==> src/rtl/core/irud_pkg.sv <==
// shared types and constants for the ir/ultrasonic docking controller
`default_nettype none

package irud_pkg;

  // field widths
  localparam int unsigned DIST_W  = 12;
  localparam int unsigned SPEED_W = 16;
  localparam int unsigned CMD_W   = 3;

  // configuration port
  localparam int unsigned CFG_IDX_W  = 1;
  localparam int unsigned CFG_DATA_W = 16;

  typedef enum logic [CFG_IDX_W-1:0] {
    CFG_NEAR_THRESHOLD = 1'd0,
    CFG_DRIVE_SPEED    = 1'd1
  } cfg_reg_t;

  // register and state reset values
  localparam logic [DIST_W-1:0]  NEAR_THRESHOLD_RST = 12'd7;
  localparam logic [SPEED_W-1:0] DRIVE_SPEED_RST    = 16'd1000;
  localparam logic [DIST_W-1:0]  WINDOW_RST         = 12'd100;

  // motor command codes
  typedef enum logic [CMD_W-1:0] {
    CMD_NONE    = 3'd0,
    CMD_STOP    = 3'd1,
    CMD_FORWARD = 3'd2,
    CMD_BACK    = 3'd3,
    CMD_LEFT    = 3'd4,
    CMD_RIGHT   = 3'd5
  } motor_cmd_t;

endpackage : irud_pkg

`default_nettype wire

==> src/rtl/core/ir_ultrasonic_docking_controller.sv <==
// ir/ultrasonic docking controller top level: sample window, dock detect, steering
// path: an accepted request waits in the input register, then one pass of window update,
//   compare and steering logic writes the result register; a result left waiting stalls it
// throughput: one request per cycle while the result drains; the input register refills as it leaves
// reset: synchronous active-low rst_n restores the registers, both windows to 100,
//   the fill index to the top slot, capture on, both arms set and no turn latched
`default_nettype none

module ir_ultrasonic_docking_controller
  import irud_pkg::*;
#(
  parameter int unsigned WINDOW_LEN = 3
) (
  input  wire                   clk,
  input  wire                   rst_n,
  // request channel
  input  wire                   in_valid,
  output logic                  in_ready,
  input  wire  [DIST_W-1:0]     in_distance,
  input  wire                   in_ir_left,
  input  wire                   in_ir_right,
  input  wire                   in_ir_front_left,
  input  wire                   in_ir_front_middle,
  input  wire                   in_ir_front_right,
  // result channel
  output logic                  out_valid,
  input  wire                   out_ready,
  output logic [CMD_W-1:0]      out_motor_command,
  output logic [SPEED_W-1:0]    out_motor_speed,
  output logic                  out_docked,
  // configuration writes
  input  wire                   cfg_we,
  input  wire  [CFG_IDX_W-1:0]  cfg_index,
  input  wire  [CFG_DATA_W-1:0] cfg_wdata
);

  // fill index is wide enough to address every slot, one bit minimum
  localparam int unsigned FIDX_W = (WINDOW_LEN > 1) ? $clog2(WINDOW_LEN) : 1;
  localparam logic [FIDX_W-1:0] FIDX_TOP = FIDX_W'(WINDOW_LEN - 1);

  // ---------------------------------------------------------------------------
  // configuration registers
  // ---------------------------------------------------------------------------
  logic [DIST_W-1:0]  near_threshold_r;
  logic [SPEED_W-1:0] drive_speed_r;

  always_ff @(posedge clk) begin
    if (!rst_n) begin
      near_threshold_r <= NEAR_THRESHOLD_RST;
      drive_speed_r    <= DRIVE_SPEED_RST;
    end else if (cfg_we) begin
      unique case (cfg_reg_t'(cfg_index))
        CFG_NEAR_THRESHOLD: near_threshold_r <= cfg_wdata[DIST_W-1:0];
        CFG_DRIVE_SPEED:    drive_speed_r    <= cfg_wdata[SPEED_W-1:0];
      endcase
    end
  end

  // ---------------------------------------------------------------------------
  // input register stage
  // ---------------------------------------------------------------------------
  logic              in_valid_r;
  logic [DIST_W-1:0] dist_r;
  logic              ir_l_r, ir_r_r, ir_fl_r, ir_fm_r, ir_fr_r;
  logic              out_valid_r;
  logic              adv;      // stage request moves into the result register
  logic              in_take;  // new request captured

  assign adv      = in_valid_r && (!out_valid_r || out_ready);
  assign in_ready = !in_valid_r || adv;
  assign in_take  = in_valid && in_ready;

  always_ff @(posedge clk) begin
    if (!rst_n) begin
      in_valid_r <= 1'b0;
    end else if (in_take) begin
      in_valid_r <= 1'b1;
    end else if (adv) begin
      in_valid_r <= 1'b0;
    end
  end

  // payload holds while the stage is occupied and stalled
  always_ff @(posedge clk) begin
    if (in_take) begin
      dist_r  <= in_distance;
      ir_l_r  <= in_ir_left;
      ir_r_r  <= in_ir_right;
      ir_fl_r <= in_ir_front_left;
      ir_fm_r <= in_ir_front_middle;
      ir_fr_r <= in_ir_front_right;
    end
  end

  // ---------------------------------------------------------------------------
  // controller state
  // ---------------------------------------------------------------------------
  logic [DIST_W-1:0] sample_r    [WINDOW_LEN];
  logic [DIST_W-1:0] committed_r [WINDOW_LEN];
  logic [FIDX_W-1:0] fill_idx_r;
  logic              capture_en_r;
  logic              right_arm_r, left_arm_r;
  logic              turn_right_r, turn_left_r;

  logic [DIST_W-1:0] sample_nxt    [WINDOW_LEN];
  logic [DIST_W-1:0] committed_nxt [WINDOW_LEN];
  logic [FIDX_W-1:0] fill_idx_nxt;
  logic              capture_en_nxt;
  logic              right_arm_nxt, left_arm_nxt;
  logic              turn_right_nxt, turn_left_nxt;
  logic              docked_c;
  motor_cmd_t        cmd_c;

  // window capture: slots fill from the top down, the bottom write commits
  always_comb begin
    for (int k = 0; k < WINDOW_LEN; k++) begin
      sample_nxt[k]    = sample_r[k];
      committed_nxt[k] = committed_r[k];
    end
    fill_idx_nxt = fill_idx_r;
    if (capture_en_r) begin
      sample_nxt[fill_idx_r] = dist_r;
      if (fill_idx_r == '0) begin
        fill_idx_nxt = FIDX_TOP;
        for (int k = 0; k < WINDOW_LEN; k++) begin
          committed_nxt[k] = sample_nxt[k];
        end
      end else begin
        fill_idx_nxt = fill_idx_r - 1'b1;
      end
    end
  end

  // docked when every committed distance is strictly below the threshold
  always_comb begin
    docked_c = 1'b1;
    for (int k = 0; k < WINDOW_LEN; k++) begin
      if (!(committed_nxt[k] < near_threshold_r)) begin
        docked_c = 1'b0;
      end
    end
  end

  // steering decision
  always_comb begin
    capture_en_nxt = capture_en_r;
    right_arm_nxt  = right_arm_r;
    left_arm_nxt   = left_arm_r;
    turn_right_nxt = turn_right_r;
    turn_left_nxt  = turn_left_r;
    cmd_c          = CMD_NONE;
    if (docked_c) begin
      // stop and freeze capture so the committed window stays put
      capture_en_nxt = 1'b0;
      cmd_c          = CMD_STOP;
    end else begin
      capture_en_nxt = 1'b1;
      // a side beacon latches a turn while its arm is still set
      turn_right_nxt = turn_right_r || (ir_r_r && right_arm_r);
      turn_left_nxt  = turn_left_r  || (ir_l_r && left_arm_r);
      if (turn_right_nxt || turn_left_nxt) begin
        // both latched: right wins only if the right beacon is seen now
        if (turn_right_nxt && turn_left_nxt) begin
          if (ir_r_r) begin
            turn_left_nxt = 1'b0;
          end else begin
            turn_right_nxt = 1'b0;
          end
        end
        cmd_c = turn_right_nxt ? CMD_RIGHT : CMD_LEFT;
        // all front beacons aligned: end the turn, disarm, back in
        if (ir_fl_r && ir_fm_r && ir_fr_r) begin
          turn_right_nxt = 1'b0;
          turn_left_nxt  = 1'b0;
          right_arm_nxt  = 1'b0;
          left_arm_nxt   = 1'b0;
          cmd_c          = CMD_BACK;
        end
      end else if (!right_arm_r && !left_arm_r) begin
        // disarmed approach: front pattern centers the robot
        if (ir_fm_r) begin
          if (ir_fl_r == ir_fr_r) begin
            cmd_c = CMD_BACK;
          end else if (ir_fr_r) begin
            cmd_c = CMD_RIGHT;
          end else begin
            cmd_c = CMD_LEFT;
          end
        end
      end else begin
        cmd_c = CMD_FORWARD;
      end
    end
  end

  // state advances once per request, as it leaves the input stage
  always_ff @(posedge clk) begin
    if (!rst_n) begin
      for (int k = 0; k < WINDOW_LEN; k++) begin
        sample_r[k]    <= WINDOW_RST;
        committed_r[k] <= WINDOW_RST;
      end
      fill_idx_r   <= FIDX_TOP;
      capture_en_r <= 1'b1;
      right_arm_r  <= 1'b1;
      left_arm_r   <= 1'b1;
      turn_right_r <= 1'b0;
      turn_left_r  <= 1'b0;
    end else if (adv) begin
      for (int k = 0; k < WINDOW_LEN; k++) begin
        sample_r[k]    <= sample_nxt[k];
        committed_r[k] <= committed_nxt[k];
      end
      fill_idx_r   <= fill_idx_nxt;
      capture_en_r <= capture_en_nxt;
      right_arm_r  <= right_arm_nxt;
      left_arm_r   <= left_arm_nxt;
      turn_right_r <= turn_right_nxt;
      turn_left_r  <= turn_left_nxt;
    end
  end

  // ---------------------------------------------------------------------------
  // result register
  // ---------------------------------------------------------------------------
  logic [CMD_W-1:0]   out_cmd_r;
  logic [SPEED_W-1:0] out_speed_r;
  logic               out_docked_r;

  always_ff @(posedge clk) begin
    if (!rst_n) begin
      out_valid_r <= 1'b0;
    end else if (adv) begin
      out_valid_r <= 1'b1;
    end else if (out_ready) begin
      out_valid_r <= 1'b0;
    end
  end

  always_ff @(posedge clk) begin
    if (adv) begin
      out_cmd_r    <= cmd_c;
      // speed only rides along with motion commands
      out_speed_r  <= (cmd_c == CMD_NONE || cmd_c == CMD_STOP) ? '0 : drive_speed_r;
      out_docked_r <= docked_c;
    end
  end

  assign out_valid         = out_valid_r;
  assign out_motor_command = out_cmd_r;
  assign out_motor_speed   = out_speed_r;
  assign out_docked        = out_docked_r;

  // ---------------------------------------------------------------------------
  // assertions
  // ---------------------------------------------------------------------------
  a_one_turn: assert property (@(posedge clk) disable iff (!rst_n)
    !(turn_right_r && turn_left_r))
    else $error("both turn directions latched");

  a_arms_stay_clear: assert property (@(posedge clk) disable iff (!rst_n)
    (!right_arm_r && !left_arm_r) |=> (!right_arm_r && !left_arm_r))
    else $error("arm re-armed without reset");

  a_dock_freezes: assert property (@(posedge clk) disable iff (!rst_n)
    (adv && docked_c) |=> (!capture_en_r && out_valid_r && out_docked_r))
    else $error("docked request did not stop capture");

  a_fill_in_range: assert property (@(posedge clk) disable iff (!rst_n)
    fill_idx_r <= FIDX_TOP)
    else $error("fill index beyond window");

  a_dock_means_stop: assert property (@(posedge clk) disable iff (!rst_n)
    (out_valid_r && out_docked_r) |-> (out_cmd_r == CMD_STOP && out_speed_r == '0))
    else $error("docked result without stop");

endmodule : ir_ultrasonic_docking_controller

`default_nettype wire
==> config.mk <==
export PLATFORM = sky130hd
export DESIGN_NAME = ir_ultrasonic_docking_controller
export DESIGN_NICKNAME = d
export VERILOG_FILES = /design/src/rtl/core/irud_pkg.sv /design/src/rtl/core/ir_ultrasonic_docking_controller.sv
export SDC_FILE = /design/constraint.sdc
export NUM_CORES = 1
export LEC_CHECK = 0
export BUFFER_PORTS_ARGS = -buffer_cell sky130_fd_sc_hd__buf_4
export CORE_MARGIN = 10
export CORE_UTILIZATION = 55
export DETAILED_ROUTE_END_ITERATION = 7
export GPL_TIMING_DRIVEN = 0
export PLACE_DENSITY = 0.8
export REMOVE_ABC_BUFFERS = 1
export SYNTH_ARGS = -nofsm -noshare
export SYNTH_HDL_FRONTEND = slang
export SYNTH_SLANG_ARGS = --single-unit
==> constraint.sdc <==
create_clock -name clk -period 7.8 [get_ports clk]
set_input_delay 0 -clock clk [delete_from_list [all_inputs] [get_ports clk]]
set_output_delay 0 -clock clk [all_outputs]
set_load 0.05 [all_outputs]
### Yosys cells after proc, flatten, opt, wreduce, memory -nomap -nowiden

Memory sizes are Yosys's and may differ from the RTL's.
Cells that the tools add are included.

| word-level totals | value |
|---|---|
| flip-flop bits (word level) | 73 |
| RAM bits | 72 |
| input port bits | 39 |
| logic and storage cells | 105 |
| memories | 2 |

Memories:

| memory | words | width | read ports | clocked after memory_dff | wr ports | line | text |
|---|---|---|---|---|---|---|---|
| committed_r | 3 | 12 | 3 | 0 | 3 | ir_ultrasonic_docking_controller.sv:99 | `logic [DIST_W-1:0] committed_r [WINDOW_LEN];` |
| sample_r | 3 | 12 | 3 | 0 | 3 | ir_ultrasonic_docking_controller.sv:98 | `logic [DIST_W-1:0] sample_r [WINDOW_LEN];` |

| operators by class | value |
|---|---|
| $add $sub $neg | 1 |
| order comparisons | 5 |
| eq/ne operators | 2 |
| multiplexer cells | 43 |
| bitwise logic cells | 9 |
| reductions and logical operators | 25 |

Operators with widths:

| kind | number |
|---|---|
| 36-bit 2-to-1 mux | 3 |
| 12-bit 2-to-1 mux | 7 |
| 36-bit bitwise mux | 1 |
| 12-bit less-than comparator | 3 |
| 12-bit demux with 2-bit select | 1 |
| 1-bit 2-to-1 mux | 24 |
| 3-bit 2-to-1 mux | 6 |
| 1-bit logical AND | 8 |
| 2-bit AND reduction | 4 |
| 1-bit logical OR | 6 |
| 1-bit OR | 6 |
| 4-bit AND reduction | 1 |
| 2-bit nonzero test | 2 |
| 3-bit by 1-bit equality test with 1-bit output (second input constant) | 1 |
| 3-bit greater-or-equal comparator (second input constant) | 1 |
| 3-bit zero test | 1 |
| 3-bit by 1-bit less-than comparator with 1-bit output (second input constant) | 1 |
| 2-bit inverter with 3-bit output | 1 |
| 1-bit zero test | 2 |
| 2-bit zero test | 1 |
| 2-bit 2-to-1 mux | 1 |
| 1-bit inverter | 2 |
| 2-bit by 1-bit subtractor with 2-bit output (second input constant) | 1 |
| 1-bit equality test | 1 |

### Depth between registers and ports, before layout

Gate-level depths: netlist (run 1).

| logic depth | value |
|---|---|
| depth in word-level cells | 19 |
| mapped depth | 17 |
| gate-level depth less buffers | 12 |

### Worst setup path after synthesis (run 1)

Ideal clock, no wire load.

| timing | value |
|---|---|
| kind | flip-flop to flip-flop |
| start | reg fill_idx_r[0] |
| end | reg out_cmd_r[0], in the netlist out_motor_command[0] (data pin) |
| library setup time | 0.272 ns |
| arrival | 3.556 ns |
| data required time | 7.528 ns |
| slack | 3.972 ns |
| stages on the path, launching flop included | 17 |
| clock period less this slack | 3.828 ns |
| cell sequence | dfxtp_1 -> inv_1 -> ha_1 -> buf_4 -> nand2_1 -> clkbuf_1 -> clkbuf_1 -> clkbuf_1 -> o21ai_0 -> ha_1 -> and4_1 -> nand4_1 -> a221o_1 -> and4_4 -> and2_4 -> buf_6 -> or4_4 |

RTL lines:

| element | line | text |
|---|---|---|
| start: declaration | ir_ultrasonic_docking_controller.sv:100 | `logic [FIDX_W-1:0] fill_idx_r;` |
| start signal: assignment | ir_ultrasonic_docking_controller.sv:214 | `fill_idx_r <= fill_idx_nxt;` |
| end signal: assignment | ir_ultrasonic_docking_controller.sv:242 | `out_cmd_r <= cmd_c;` |
| end: declaration | ir_ultrasonic_docking_controller.sv:226 | `logic [CMD_W-1:0] out_cmd_r;` |

==> impl_metrics.yaml, run 1 <==
logic_synthesis:
  ys_ff_latch: 133
  ys_top_cells_by_area: "edfxtp_1 47%, dfxtp_1 12%, ha_1 7.4%, nand2_1 6.0%, mux2i_1 4.0%"
  syn_area_mm2: 0.00624
  synth_ff_type: "edfxtp_1"
  ys_warn_count: 0
  yosysTopAreaCell: "edfxtp_1"
  avgSynthCellArea_um2: 11.1
  synth_cell_types: 44
  async_reset_ff_share_pct: 0
  yosysSeqAreaShare_pct: 58.2
  synth_edf_count: 97
  synth_top_cell_area_share_pct: 46.7
  postSynthCellCount: 564
floorplan:
  die_w_um: 127
  initial_utilization_pct: 56.8
  io_pins: 61
  core_mm2: 0.0110
  rows: 38
  die_h_um: 127
  die_area_mm2: 0.0160
critical_path:
  worstSetupStartpointType: "flip-flop"
  worst_ep_required_time_ns: 8.08
  worst_ep_arrival_time_ns: 4.61
  reg2reg_slack_ns: 3.48
  critPathMaxFanout: 56
  r2r-start: "fill_idx_r[0]$_SDFFE_PN0P_"
  critical_path_class: "flip-flop to flip-flop"
  worst_setup_path_end_kind: "flip-flop"
  r2r-end: "out_motor_speed[13]$_SDFFCE_PP0P_"
  reg2reg_depth: 11
  crit_start: "fill_idx_r[0]$_SDFFE_PN0P_"
finish:
  fin_nets: 735
  areaGrowthSynthToFinish_pct: 24.5
  instances_no_fill: 812
  num-fill-cells: 735
  layout-drive-gt1-share_pct: 16.5
  fin_util_pct: 70.7
  antenna_cells: 0
placement:
  io_buffers: 60
  dp.final_hpwl_um: 9450
  place_congestion: 0.890
  preCtsSetupSlack_ns: 3.49
  placed_cells_incl_taps: 734
cts:
  numCtsBuffers: 17
  clockBufferDepth: 2
  cts.sinks: 133
  cts.clk_slew.worst_paths_ns: 0.06
  cts-root-buf: "clkbuf_16"
  cts.htree.levels: 4
  clk-insertion-delay-late_ns: 0.42
  cts_tree: "yes"
worst_hold_path:
  holdCritStartpoint: "cfg_index"
  hold_path_depth: 4
  hp-class: "input pin to flip-flop"
  hold_end: "near_threshold_r[10]$_SDFFE_PN0P_"
routing:
  wl_per_cell_um: 18.6
  drt.antenna.violating_nets: 0
  vias: 4581
  drt-total-wl_um: 15100
  drtPass1Iterations: 5
  drc: 0
  detail_route.iter0.violations: 356
  vias_per_cell: 5.64
timing:
  setup_violations: 0
  slew_viol_final: 0
  worst_pin_slew_ns: 1.25
  rsz0062_at_grt: "false"
  clock_skew_ns: 0.00931
  setup_tns_ns: 0
  final.period_utilization_pct: 55.4
  final_hold_viol_count: 0
  slew_headroom_pct: 16.7
  fin_ws_ns: 3.48
  fmax_mhz: 231
  min_period_ns: 4.32
grt:
  overflow: 0
  grt_start_max_net_pins: 57
  grt_pass1_wl_um: 24800
  gr-usage-all-layers_pct: 19.4
  antenna_found_initial: 0
  grt_pass1_vias: 4923
pwr:
  power.density_mw_per_mm2: 237
  p_leak_uw: 0.00310
  peakVddDrop_mv: 0.200
status:
  status: "complete, no violations"
job:
  max_cap_violations: 0
## where the power goes
part           leakage (uW)  internal, uW  switching (uW)
Sequential          0.00124           804            17.2
Combinational       0.00158           108             158
Clock              0.000272           442             312
## synthesized netlist by cell type (2+ instances only)
library cell  count
nand4_1           5
buf_6             2
o22ai_1           3
ha_1             37
and3_1            9
a21oi_1          35
buf_1             4
edfxtp_1         97
mux2i_1          25
mux2_2           11
and2_1           35
o211ai_1          4
inv_1            18
o21ai_0          28
dfxtp_1          36
a211oi_1          2
a21o_1            2
nand2b_1          9
nor3_1            4
buf_4             2
a221o_1           3
nand2_1         100
nor2b_1           4
nor2_1           35
clkbuf_1         23
or3_1             3
nand3_1          11
## through the flow
stage	hold slack, ns	total power [uW]	instance area [um^2]
after CTS	0.0320	1840	7770
after global placement	0.179	1060	6730
after global routing	0.0846	1910	7770
after floorplan	0.0718	992	6100
final	0.0502	1840	7770
after detailed placement	0.179	1080	6750
## cell type report
type                            count  area [um^2]  area share (%)
Clock inverter                     13          126            1.63
Multi-Input combinational cell    381         2400            31.0
Sequential cell                   133         3630            46.8
Tap cell                          140          175            2.25
Inverter                           19         71.3           0.918
Timing Repair Buffer              107          926            11.9
Clock buffer                       19          433            5.57
## cells in the final DEF, fill, tap and decap left out, drive strengths merged, types with 2 or more instances in the layout
cell,instances
dfxtp,36
buf,61
a21oi,35
nand2b,9
and4,2
nand2,100
nand4,5
and2,36
nor3,4
nand3,11
a211oi,2
mux2,11
dlygate4sd3,46
inv,21
ha,37
or3,3
o22ai,3
o21ai,28
and3,10
a221o,3
nor2,35
edfxtp,97
mux2i,25
a21o,2
clkinv,9
clkbuf,19
nor2b,4
o211ai,4
## kinds of logic after synthesis
family,share of synthesized area (%)
flops,58.2
simple gates,16.9
buf+inv,3.37
mux,5.99
compound gates,8.06
fa+ha+maj,7.42
## metal layers
metal / up-vias / share of wire, % / track usage, %
li1: 2197 / - / -
met1: 2187 / 42 / 22.3
met2: 166 / 48 / 31.6
met3: 31 / 7.6 / 7.71
met4: 0 / 2.3 / 7.84
met5: - / 0 / 0
## critical path: stages (launching register included)
cell	delay, ns
dfxtp_1	0.35
inv_1	0.07
ha_1	0.30
nand2_2	0.75
o21ai_0	0.31
ha_1	0.41
nand4_1	0.15
a2111oi_0	0.30
o21ai_0	0.15
o21a_1	0.17
a21oi_1	0.94
and2_1	0.26
## registers in the layout, indices dropped and copies added, names as in the netlist
name	count
ir_r_r	1
sample_r	24
committed_r	36
ir_fl_r	1
out_valid	1
turn_right_r	1
ir_l_r	1
left_arm_r	1
fill_idx_r	2
drive_speed_r	16
ir_fr_r	1
out_motor_command	3
out_docked	1
in_valid_r	1
capture_en_r	1
out_motor_speed	16
dist_r	12
near_threshold_r	12
ir_fm_r	1
turn_left_r	1
## worst max path at each step
stage,end,cells after the start
floorplan,out_motor_command[0]$_DFFE_PP_,11
global placement,out_motor_speed[12]$_SDFFCE_PP0P_,11
detailed placement,out_motor_speed[6]$_SDFFCE_PP0P_,11
CTS,out_motor_speed[6]$_SDFFCE_PP0P_,11
global route,out_motor_speed[13]$_SDFFCE_PP0P_,11
finish,out_motor_speed[13]$_SDFFCE_PP0P_,11
## timing repair
item / in CTS / in global routing
setup buffers: 0 / 0
endpoints found under the hold margin: 49 / 0
hold buffers: 46 / 0
resized for setup: 0 / 0
No activity file was read; power rests on OpenSTA's default activity.
==> inputs of run 2 (changes only) <==
- clock period: 7.8 -> 4.2 ns (I/O delays scaled with it)
==> run 2 against run 1 <==
Compared with the run above:
- utilization rose by 0.080 points
- die area did not move
- sequential power rose by 86%
- worst hold slack got worse by 0.0030 ns
==> impl_metrics.yaml, run 2 (synthesized netlist as in run 1, its figures left out) <==
grt:
  grt_start_max_net_pins: 57
  overflow: 0
  grt_pass1_wl_um: 24800
  gr-usage-all-layers_pct: 19.4
  antenna_found_initial: 0
  grt_pass1_vias: 4922
critical_path:
  worst_ep_required_time_ns: 4.49
  worst_ep_arrival_time_ns: 4.10
  r2r-end: "out_motor_speed[13]$_SDFFCE_PP0P_"
  critical_path_class: "flip-flop to flip-flop"
  critPathMaxFanout: 16
  worst_setup_path_end_kind: "flip-flop"
  reg2reg_depth: 11
  worstSetupStartpointType: "flip-flop"
  reg2reg_slack_ns: 0.39
  r2r-start: "fill_idx_r[0]$_SDFFE_PN0P_"
cts:
  cts.sinks: 133
  cts_setup_buffers: 0
  cts-root-buf: "clkbuf_16"
  cts.htree.levels: 4
  clk-insertion-delay-late_ns: 0.43
  numCtsBuffers: 17
  clockBufferDepth: 2
  cts.clk_slew.worst_paths_ns: 0.06
  cts_tree: "yes"
worst_hold_path:
  holdCritStartpoint: "cfg_index"
  hp-class: "input pin to flip-flop"
  hold_end: "near_threshold_r[10]$_SDFFE_PN0P_"
  hold_path_depth: 4
timing:
  final.period_utilization_pct: 90.8
  slew_headroom_pct: 17.8
  fmax_mhz: 262
  rsz0062_at_grt: "false"
  fin_ws_ns: 0.388
  slew_viol_final: 0
  final_hold_viol_count: 0
  setup_violations: 0
  worst_pin_slew_ns: 1.23
  min_period_ns: 3.81
  clock_skew_ns: 0.00959
placement:
  io_buffers: 60
  preCtsSetupSlack_ns: -0.106
  place_congestion: 0.890
  placed_cells_incl_taps: 734
  dp.final_hpwl_um: 9450
floorplan:
  initial_utilization_pct: 56.8
  die_area_mm2: 0.0160
  core_mm2: 0.0110
  io_pins: 61
  die_w_um: 127
  rows: 38
  die_h_um: 127
routing:
  wl_per_cell_um: 18.6
  vias_per_cell: 5.61
  drt-total-wl_um: 15100
  drc: 0
  vias: 4553
  drt.antenna.violating_nets: 0
  drtPass1Iterations: 5
  detail_route.iter0.violations: 343
pwr:
  p_total_uw: 3430
  power.density_mw_per_mm2: 441
  peakVddDrop_mv: 0.371
  p_leak_uw: 0.00310
job:
  max_cap_violations: 0
finish:
  top_regs: "committed_r: 36 flops, sample_r: 24 flops"
  fin_nets: 735
  instances_no_fill: 812
  layout-drive-gt1-share_pct: 16.7
  largest_reg_flops: 36
  antenna_cells: 0
  layout_commonest_cell: "nand2_1"
  largest-register: "committed_r"
  final_cell_mix: "98 x nand2_1, 97 x edfxtp_1, 60 x buf_4, 46 x dlygate4sd3_1, 37 x ha_1"
  areaGrowthSynthToFinish_pct: 24.6
status:
  status: "complete, no violations"
==> run 2: changes by cell type in the layout (fill, tap and decap cells not counted) <==
cell     previous run  this run
nand2_2             2         1
a21oi_1            35        34
nand2_4             0         1
a21oi_2             0         1
==> run 2: where the power goes <==
| part | internal, uW | total [uW] | switching (uW) |
|---|---|---|---|
| clock | 821 | 1410 | 585 |
| sequential | 1490 | 1530 | 31.8 |
| combinational | 202 | 496 | 295 |
==> run 2: cell type report <==
cell class / instances / area [um^2]
inverter: 19 / 71.3
clock inverter: 13 / 126
clock buffer: 19 / 433
timing repair buffer: 107 / 926
sequential: 133 / 3630
tap: 140 / 175
multi-input combinational: 381 / 2410
fill: 736 / 3200
==> run 2: timing repair <==
action | in CTS | in global routing
gates resized for setup | 1 | 1
gates cloned | 0 | 0
hold buffers | 46 | 0
endpoints found under the setup margin | 16 | 17
hold endpoints to repair | 49 | 0
pin swaps | 0 | 0
==> run 2: critical path, cell delays in order (launching register included) <==
cell	delay (ns)
dfxtp_1	0.33
inv_1	0.08
ha_1	0.78
mux2i_1	0.33
o21ai_0	0.17
ha_1	0.35
and4_1	0.24
nand4_1	0.11
a221o_1	0.28
and4_4	0.17
a21oi_2	0.58
and2_1	0.24
==> run 2: per-layer routing <==
layer  global-route usage, %  up-vias  wire length [um]
met5                       0        -                 0
met4                    7.84        0               326
met3                    7.75       32              1140
met2                    31.7      149              7320
met1                    22.2     2179              6340
li1                        -     2193                 -
==> run 2: metrics by stage <==
| step | setup TNS [ns] | utilization (%) | hold slack, ns | cell area (um^2) |
|---|---|---|---|---|
| after global routing | 0 | 70.8 | 0.0846 | 7780 |
| after CTS | 0 | 70.8 | 0.0320 | 7770 |
| after detailed placement | -1.44 | 61.5 | 0.179 | 6750 |
| after global placement | -10.05 | 61.3 | 0.179 | 6730 |
| final | 0 | 70.8 | 0.0472 | 7780 |
| after floorplan | 0 | - | 0.0718 | 6100 |
==> run 2: worst max-delay path by stage <==
stage,startpoint,endpoint,slack [ns],depth (start not counted)
floorplan,fill_idx_r[0]$_SDFFE_PN0P_,out_motor_command[0]$_DFFE_PP_,0.43,11
detailed placement,fill_idx_r[0]$_SDFFE_PN0P_,out_motor_speed[6]$_SDFFCE_PP0P_,-0.11,11
global route,fill_idx_r[0]$_SDFFE_PN0P_,out_motor_speed[13]$_SDFFCE_PP0P_,0.08,11
finish,fill_idx_r[0]$_SDFFE_PN0P_,out_motor_speed[13]$_SDFFCE_PP0P_,0.39,11
CTS,fill_idx_r[0]$_SDFFE_PN0P_,out_motor_command[0]$_DFFE_PP_,0.22,11
global placement,fill_idx_r[0]$_SDFFE_PN0P_,out_motor_speed[12]$_SDFFCE_PP0P_,-0.61,11
==> inputs of run 3 (changes only) <==
==> constraint.sdc (replaced) <==
create_clock -name clk -period 4.2 [get_ports clk]
set_input_delay 0.21 -clock clk [delete_from_list [all_inputs] [get_ports clk]]
set_output_delay 0.21 -clock clk [all_outputs]
set_load 0.05 [all_outputs]
==> run 3 against run 2 <==
Compared with the run above:
- critical path depth stayed put
- first-iteration DRC count is 9.0% higher
- worst setup slack better by 0.0074 ns
- fmax is 0.20% higher
- combinational power is 5.4% lower
- count of clock-buffer cells in the layout stayed put
- global-route usage is 1.1 points lower
- clock power hardly changed
- total power is 1.1% lower
- utilization is 2.5 points lower
- sequential power hardly changed
- clock skew hardly changed
- largest cell class unchanged
- highest routed layer unchanged
==> impl_metrics.yaml, run 3 (synthesized netlist as in run 1, its figures left out) <==
status:
  status: "complete, no violations"
timing:
  setup_violations: 0
  final.period_utilization_pct: 90.6
  setup_tns_ns: 0
  final_hold_viol_count: 0
  worst_pin_slew_ns: 1.20
  min_period_ns: 3.80
  clock_skew_ns: 0.00942
  slew_viol_final: 0
  fmax_mhz: 263
  rsz0062_at_grt: "false"
  slew_headroom_pct: 19.9
grt:
  overflow: 0
  grt_start_max_net_pins: 57
  gr-usage-all-layers_pct: 18.3
  grt_pass1_vias: 4670
  grt_pass1_wl_um: 23500
  antenna_found_initial: 0
routing:
  drt-total-wl_um: 14100
  wl_per_cell_um: 18.0
  vias: 4391
  vias_per_cell: 5.59
  drt.antenna.violating_nets: 0
  drtPass1Iterations: 5
  detail_route.iter0.violations: 374
  drc: 0
finish:
  num-fill-cells: 797
  largest-register: "committed_r"
  regArea_mm2: 0.00363
  largest_reg_flops: 36
  multi_input_area_mm2: 0.00241
  final_cell_area_mm2: 0.00751
  antenna_cells: 0
  top_regs: "committed_r: 36 flops, sample_r: 24 flops"
  areaGrowthSynthToFinish_pct: 20.3
  final_cell_mix: "98 x nand2_1, 97 x edfxtp_1, 60 x buf_4, 37 x ha_1, 36 x dfxtp_1"
  fin_nets: 708
  layout_commonest_cell: "nand2_1"
  layout-drive-gt1-share_pct: 17.4
job:
  max_cap_violations: 0
critical_path:
  crit_start: "fill_idx_r[0]$_SDFFE_PN0P_"
  cp_slowest_cell: "ha_1"
  reg2reg_slack_ns: 0.40
  cp_common_cell: "ha_1"
  worst_setup_path_end_kind: "flip-flop"
  critical_path_class: "flip-flop to flip-flop"
  worst_ep_arrival_time_ns: 4.09
  slowest_delay_ns: 0.77
  critical_path.cell_chain: "inv_1, ha_1, mux2i_1, o21ai_0, ha_1, and4_1, nand4_1, a221o_1, and4_4, a21oi_2, and2_1"
  cp_top_family: "adder cells"
  worst_ep_required_time_ns: 4.49
  reg2reg_depth: 11
  r2r-start: "fill_idx_r[0]$_SDFFE_PN0P_"
  path_buf_inv: 1
  r2r-end: "out_motor_speed[6]$_SDFFCE_PP0P_"
  critPathMaxFanout: 16
  worstSetupStartpointType: "flip-flop"
floorplan:
  die_w_um: 127
  die_h_um: 127
  die_area_mm2: 0.0160
  initial_utilization_pct: 56.8
  core_mm2: 0.0110
  rows: 38
  io_pins: 61
worst_hold_path:
  hp-class: "input pin to flip-flop"
  hold_end: "drive_speed_r[6]$_SDFFE_PN1P_"
  hold_path_depth: 3
  holdCritStartpoint: "cfg_wdata[6]"
cts:
  cts.htree.levels: 4
  cts-root-buf: "clkbuf_16"
  clockBufferDepth: 2
  clk-insertion-delay-late_ns: 0.43
  cts_setup_buffers: 0
  cts.sinks: 133
  cts_tree: "yes"
  cts.clk_slew.worst_paths_ns: 0.06
  numCtsBuffers: 17
placement:
  dp.final_hpwl_um: 9450
  io_buffers: 60
  placed_area_mm2: 0.00675
  place_congestion: 0.890
pwr:
  peakVddDrop_mv: 0.372
  power.density_mw_per_mm2: 451
  p_total_uw: 3390
  p_leak_uw: 0.00300
-- run 3: metal layers --
metal	GRT usage, %	wire length [um]	up-vias
met5	0	0	-
met4	6.36	234	0
met3	7.75	1050	22
met2	29.9	6770	131
met1	21.1	6050	2093
li1	-	-	2145
-- run 3: report_power, final --
part,switching [uW],internal [uW]
Clock,575,821
Combinational,286,184
Sequential,31.5,1490
-- run 3: worst max-delay path by stage --
stage	cells after the start	slack (ns)	to
after floorplan	11	0.43	out_motor_command[0]$_DFFE_PP_
after global placement	11	-0.61	out_motor_speed[12]$_SDFFCE_PP0P_
after detailed placement	11	-0.11	out_motor_speed[6]$_SDFFCE_PP0P_
after CTS	11	0.22	out_motor_command[0]$_DFFE_PP_
after global routing	11	0.11	out_motor_speed[0]$_SDFFCE_PP0P_
final	11	0.40	out_motor_speed[6]$_SDFFCE_PP0P_
-- run 3: what timing repair did --
item	in CTS	in global routing
resized for setup	1	1
setup endpoints to repair	16	17
hold endpoints to repair	19	0
hold buffers	19	0
-- run 3: metrics by stage --
step	worst slack (ns)	hold slack, ns	util [%]	std cells
2_1_floorplan	0.432	0.282	-	533
3_3_place_gp	-0.614	0.389	61.3	733
3_5_place_dp	-0.106	0.389	61.5	734
4_1_cts	0.221	0.00114	68.3	785
5_1_grt	0.110	0.00641	68.4	785
6_report	0.395	0.0155	68.4	785
-- run 3: area by class of cell --
class                           count  share of cell area, %
Tap cell                          140                   2.33
Sequential cell                   133                   48.4
Multi-Input combinational cell    381                   32.1
Timing Repair Buffer               80                   8.73
Clock buffer                       19                   5.77
Inverter                           19                  0.950
Clock inverter                     13                   1.68
-- run 3: worst register-to-register path, delay by kind of cell, from the launching register on --
kind | cells | cell delay, ns
compound gates | 3 | 1.04
fa+ha+maj | 2 | 1.13
buf+inv | 1 | 0.08
flops | 1 | 0.33
mux | 1 | 0.34
simple gates | 4 | 0.75
